<file path="src/hdl/can_signal_extractor_defines.svh">
// ----------------------------------------------------------------------------
// CAN signal extractor assertion macros
// Shared checking macros for the signal extractor.
// ----------------------------------------------------------------------------
`ifndef CAN_SIGNAL_EXTRACTOR_DEFINES_SVH
`define CAN_SIGNAL_EXTRACTOR_DEFINES_SVH

// Same-cycle implication, checked out of reset.
`define CSE_ASSERT_IMP(lbl, ante, cons, msg) \
    lbl: assert property (@(posedge i_clk) disable iff (!i_rst_n) (ante) |-> (cons)) \
        else $error(msg);

// Next-cycle implication, checked out of reset.
`define CSE_ASSERT_NXT(lbl, ante, cons, msg) \
    lbl: assert property (@(posedge i_clk) disable iff (!i_rst_n) (ante) |=> (cons)) \
        else $error(msg);

`endif

</file>
<file path="src/hdl/cse_pkg.sv">
// ----------------------------------------------------------------------------
// CAN signal extractor package
// Shared types, constants and helper functions.
// ----------------------------------------------------------------------------
package cse_pkg;

    localparam int FRAME_IDS_DEF      = 2048;
    localparam int SIGNAL_ENTRIES_DEF = 256;
    localparam int MAX_SIG_DEF        = 16;

    localparam logic [1:0] CMD_DECODE   = 2'd0;
    localparam logic [1:0] CMD_FRAME_WR = 2'd1;
    localparam logic [1:0] CMD_SIG_WR   = 2'd2;
    localparam logic [1:0] CMD_RSVD     = 2'd3;

    typedef struct packed {
        logic [1:0]         command;
        logic [10:0]        can_id;
        logic [63:0]        payload;
        logic [7:0]         signal_index;
        logic [4:0]         num_signals;
        logic [5:0]         start_bit;
        logic [5:0]         bit_length;
        logic               big_endian;
        logic               twos_comp;
        logic signed [31:0] scale;
        logic signed [47:0] offset_value;
    } t_in_item;

    typedef struct packed {
        logic [7:0]         signal_id;
        logic signed [63:0] value;
        logic               last;
    } t_out_item;

    typedef struct packed {
        logic [7:0] first;
        logic [4:0] count;
    } t_frame_entry;

    typedef struct packed {
        logic [5:0]         start_bit;
        logic [5:0]         bit_length;
        logic               big_endian;
        logic               twos_comp;
        logic signed [31:0] scale;
        logic signed [47:0] offset_value;
    } t_sig_entry;

    typedef struct packed {
        logic       en;
        logic [7:0] idx;
    } t_sig_req;

    function automatic logic [31:0] rev32(input logic [31:0] v);
        logic [31:0] r;
        for (int i = 0; i < 32; i++) begin
            r[i] = v[31 - i];
        end
        return r;
    endfunction

    function automatic logic [63:0] rev_bytes_bits(input logic [63:0] v);
        logic [63:0] r;
        for (int n = 0; n < 8; n++) begin
            for (int j = 0; j < 8; j++) begin
                r[8 * n + j] = v[8 * n + 7 - j];
            end
        end
        return r;
    endfunction

endpackage

</file>
<file path="src/hdl/cse_datapath.sv">
// ----------------------------------------------------------------------------
// CAN signal extractor datapath
// Three-stage pipeline: bit extraction, scaling multiply, offset add with saturation.
// ----------------------------------------------------------------------------
module cse_datapath (
    input  logic                i_clk,
    input  logic                i_rst_n,
    input  logic                i_valid,
    input  cse_pkg::t_sig_entry i_sig,
    input  logic [63:0]         i_payload,
    output logic                o_valid,
    output logic signed [63:0]  o_value
);
    import cse_pkg::*;

    logic [5:0]         len;
    logic [5:0]         pos;
    logic [6:0]         avail;
    logic [5:0]         k;
    logic [31:0]        mask;
    logic [63:0]        shifted;
    logic [31:0]        raw;
    logic               neg;
    logic signed [32:0] ext;

    logic               r_v1;
    logic signed [32:0] r_raw;
    logic signed [31:0] r_scale;
    logic signed [47:0] r_off1;
    logic               r_v2;
    logic signed [63:0] r_prod;
    logic signed [47:0] r_off2;
    logic               r_v3;
    logic signed [63:0] r_value;

    logic signed [64:0] prod_full;
    logic signed [64:0] sum;

    always_comb begin
        len = (i_sig.bit_length > 6'd32) ? 6'd32 : i_sig.bit_length;
        if (i_sig.big_endian) begin
            pos     = {i_sig.start_bit[5:3], ~i_sig.start_bit[2:0]};
            shifted = rev_bytes_bits(i_payload) >> pos;
        end else begin
            pos     = i_sig.start_bit;
            shifted = i_payload >> pos;
        end
        avail = 7'd64 - {1'b0, pos};
        k     = ({1'b0, len} > avail) ? avail[5:0] : len;
        mask  = 32'((33'd1 << k) - 33'd1);
        if (k == 6'd0) begin
            raw = '0;
        end else if (i_sig.big_endian) begin
            raw = rev32(shifted[31:0] & mask) >> (6'd32 - k);
        end else begin
            raw = shifted[31:0] & mask;
        end
        neg = i_sig.twos_comp && (len != 6'd0) && (len < 6'd32)
              && raw[5'(len - 6'd1)];
        if (neg) begin
            ext = $signed({1'b0, raw} - (33'd1 << len));
        end else begin
            ext = $signed({1'b0, raw});
        end
    end

    assign prod_full = r_raw * r_scale;
    assign sum = {r_prod[63], r_prod} + {{17{r_off2[47]}}, r_off2};

    always_ff @(posedge i_clk) begin
        r_raw   <= ext;
        r_scale <= i_sig.scale;
        r_off1  <= i_sig.offset_value;
        r_prod  <= prod_full[63:0];
        r_off2  <= r_off1;
        if (sum[64] != sum[63]) begin
            r_value <= sum[64] ? {1'b1, 63'd0} : {1'b0, {63{1'b1}}};
        end else begin
            r_value <= sum[63:0];
        end
    end

    always_ff @(posedge i_clk) begin
        if (!i_rst_n) begin
            r_v1 <= 1'b0;
            r_v2 <= 1'b0;
            r_v3 <= 1'b0;
        end else begin
            r_v1 <= i_valid;
            r_v2 <= r_v1;
            r_v3 <= r_v2;
        end
    end

    assign o_valid = r_v3;
    assign o_value = r_value;
endmodule

</file>
<file path="config.mk">
export PLATFORM = sky130hd
export DESIGN_NAME = cse_datapath
export DESIGN_NICKNAME = d
export VERILOG_FILES = /design/src/hdl/can_signal_extractor_defines.svh /design/src/hdl/cse_pkg.sv /design/src/hdl/cse_datapath.sv
export SDC_FILE = /design/constraint.sdc
export NUM_CORES = 2
export LEC_CHECK = 0
export BUFFER_PORTS_ARGS = -buffer_cell sky130_fd_sc_hd__buf_2
export CORE_ASPECT_RATIO = 0.6
export CORE_MARGIN = 2
export CORE_UTILIZATION = 52
export CTS_CLUSTER_DIAMETER = 200
export DETAILED_ROUTE_END_ITERATION = 8
export GPL_TIMING_DRIVEN = 0
export PLACE_DENSITY = 0.66
export RECOVER_POWER = 25
export SKIP_LAST_GASP = 1
export SLEW_MARGIN = 20
export SYNTH_ARGS = -nofsm -noshare
export SYNTH_HDL_FRONTEND = slang
export SYNTH_SLANG_ARGS = --single-unit
</file>
<file path="constraint.sdc">
create_clock -name i_clk -period 21.9 [get_ports i_clk]
set_clock_uncertainty 0.2 [all_clocks]
set_input_delay 6.57 -clock i_clk [delete_from_list [all_inputs] [get_ports i_clk]]
set_output_delay 6.57 -clock i_clk [all_outputs]
set_load 0.1 [all_outputs]
</file>
==> flow_metrics.tcl <==
set metrics [dict create \
    initial_core_util_pct 52.3 \
    final_design_area_no_fill_sq_um 65300 \
    fin_crit_sh_pct 98.5 \
    fin_crit_ns 21.57 \
    cts.sink_count 292 \
    synthXorXnorAreaFrac_pct 2.74 \
    final_common_cell "inv_1" \
    max_freq_ghz 0.0464 \
    crit_type "input port to register" \
    clkLatencyLatePin_ns 0.64 \
    worstPathArrival_ns 21.89 \
    hpwl_um 240000 \
    cts_max_path_buffers 3 \
    antenna_found_initial 42 \
    cts_buffers 26 \
    post_drt_wl_per_cell_um 32.6 \
    nets 8779 \
    cp-end-kind "register" \
    crit_required_ns 22.22 \
    postSynthCellCount 6964 \
    yosys_warnings 0 \
    ys_ff_latch 292 \
    cpMostUsedCell "buf_2" \
    cpPeakStageDelay_ns 0.51 \
    syn-mean-instance-area_sq_um 8.76 \
    synth_fa_ha_area_share_pct 42.4 \
    drv_cap 0 \
    worst_pin_slew_ns 1.38 \
    portBuffers 219 \
    dpl-instance-area_sq_um 64200 \
    die_h_um 269 \
    drcViolationCount 0 \
    synth_compound_area_share_pct 12.9 \
    vias 57800 \
    synthesis.area_sq_um 61000 \
    synth_edf_count 0 \
    drt-total-wl_um 287000 \
    startpoint_type "input port" \
    worst-path-buf-inv 16 \
    gr-total-overflow 0 \
    postSynth.asyncResetShare_pct 0 \
    dr.pass1.iters 7 \
    grt_max_degree 24 \
    status "complete, no violations" \
    synth_nets 8517 \
    ys.flop_type "dfxtp_1" \
    yosys-mux-area-fraction_pct 6.63 \
    track_usage_pct 47.5 \
    critical_path.top_delay_family "buffers and inverters" \
    synth_cell_type_count 116 \
    grt_pass1_vias 56400 \
    core_area_sq_um 117000 \
    hp-class "register to register" \
    slowest_stage "clkbuf_4" \
    seq_area_frac_synth_pct 9.59 \
    grt_pass1_wl_um 406000 \
    setup_viol 0 \
    viasPerCell 6.56 \
    synthToLayoutAreaGrowth_pct 7.09 \
    drive_gt1_share_pct 8.71 \
    antenna_left 0 \
    htree_levels 1 \
    path_max_fanout 19 \
    synth-simple-area-share_pct 15.4 \
    clock-root-buffer "clkbuf_16" \
    clk_pin_slew_ns 0.07 \
    cts_tree "built" \
    globalplace.congestion 1.13 \
    drtIter0Drc 9047 \
    dieArea_sq_um 120000 \
    die_w_um 446 \
    hold_viol_final 0 \
    rsz0062_at_grt "false" \
    final_cell_mix "inv_1 (1217), fa_1 (1103), nand2_1 (1056)" \
    rows 97 \
    relSlewSlack_pct 8.26 \
    maxSlewViolCount 0 \
    synth_top_family_by_area "adder cells" \
    ios 226 \
]
-- cell type report --
cell class,instances,area (sq um)
clock inverter,14,220
fill,10600,51200
inverter,1224,4600
clock buffer,34,732
buffer,398,1770
multi-input combinational,5048,48900
tap,1534,1920
timing repair buffer,236,1220
antenna,31,77.6
sequential,292,5850
-- timing repair --
item / CTS / global route
buffers inserted: 0 / 3
resized for setup: 7 / 9
endpoints found under the setup margin: 33 / 21
hold buffers: 0 / 0
-- final timing paths --
path	start	endpoint	slack, ns	cells past startpoint
worst max-delay path	i_sig[81]	r_raw[32]	0.33	51
worst min-delay path	r_off1[18]	r_off2[18]	0.13	0
worst max register to register	r_scale[6]	r_prod[63]	9.60	35
worst min register to register	r_off1[18]	r_off2[18]	0.13	0
-- per-layer routing --
metal / wire (um) / GRT usage [%]
met2: 99500 / 56.4
met3: 59100 / 31.6
met5: 1220 / 5.79
met4: 10300 / 12.5
met1: 117000 / 67.9
-- registers in the layout (all words and copies together), names as in the netlist, 32 cells and up --
| name | count |
|---|---|
| o_value | 64 |
| r_prod | 64 |
| r_off1 | 48 |
| r_off2 | 48 |
| r_raw | 33 |
| r_scale | 32 |
-- logic make-up (layout without fill, tap and decap cells) --
| logic type | Yosys count | after routing |
|---|---|---|
| and+or+nand+nor | 2030 | 2030 |
| adders and majority gates | 1406 | 1406 |
| AOI/OAI and AO/OA | 1141 | 1141 |
| buffers and inverters | 1624 | 1906 |
| DFF | 292 | 292 |
| muxes | 284 | 284 |
| other | 0 | 31 |
| xor gates and xnor gates | 187 | 187 |
-- metrics by stage --
stage,hold slack [ns],util [%],worst slack (ns),std cells,TNS (ns)
floorplan,0.110,-,4.26,6964,0
global route,0.129,56.0,0.383,8786,0
detailed placement,0.112,55.1,-2.41,8730,-61.01
global placement,0.110,54.9,-2.42,8717,-66.61
finish,0.127,56.1,0.328,8811,0
CTS,0.128,55.9,0.460,8777,0
-- synthesized netlist by cell type (69+ instances only) --
cell / count / area [sq um]
a21o_1: 96 / 721
a21oi_1: 275 / 1380
and2_1: 312 / 1950
clkbuf_1: 304 / 1140
dfxtp_1: 292 / 5850
fa_1: 1104 / 22100
ha_1: 288 / 3600
inv_1: 1218 / 4570
mux2i_1: 132 / 1320
mux4_2: 89 / 2000
nand2_1: 1057 / 3970
nand2b_1: 83 / 519
nand3_1: 69 / 345
nor2_1: 242 / 908
nor3_1: 73 / 365
o21ai_0: 184 / 921
xnor2_1: 137 / 1200
-- worst reg2reg max path, delay by kind of cell (launching register included) --
kind	cells	cell delay, ns
AO/OA/AOI/OAI	14	4.13
XOR/XNOR	1	0.13
adder cells (fa/ha/maj)	9	4.44
buffers and inverters	7	1.94
flip-flops	1	0.32
AND/OR/NAND/NOR	4	1.10
Power is not shown: default switching activity piles up to over one toggle a cycle in this logic, so the estimate is an artifact.
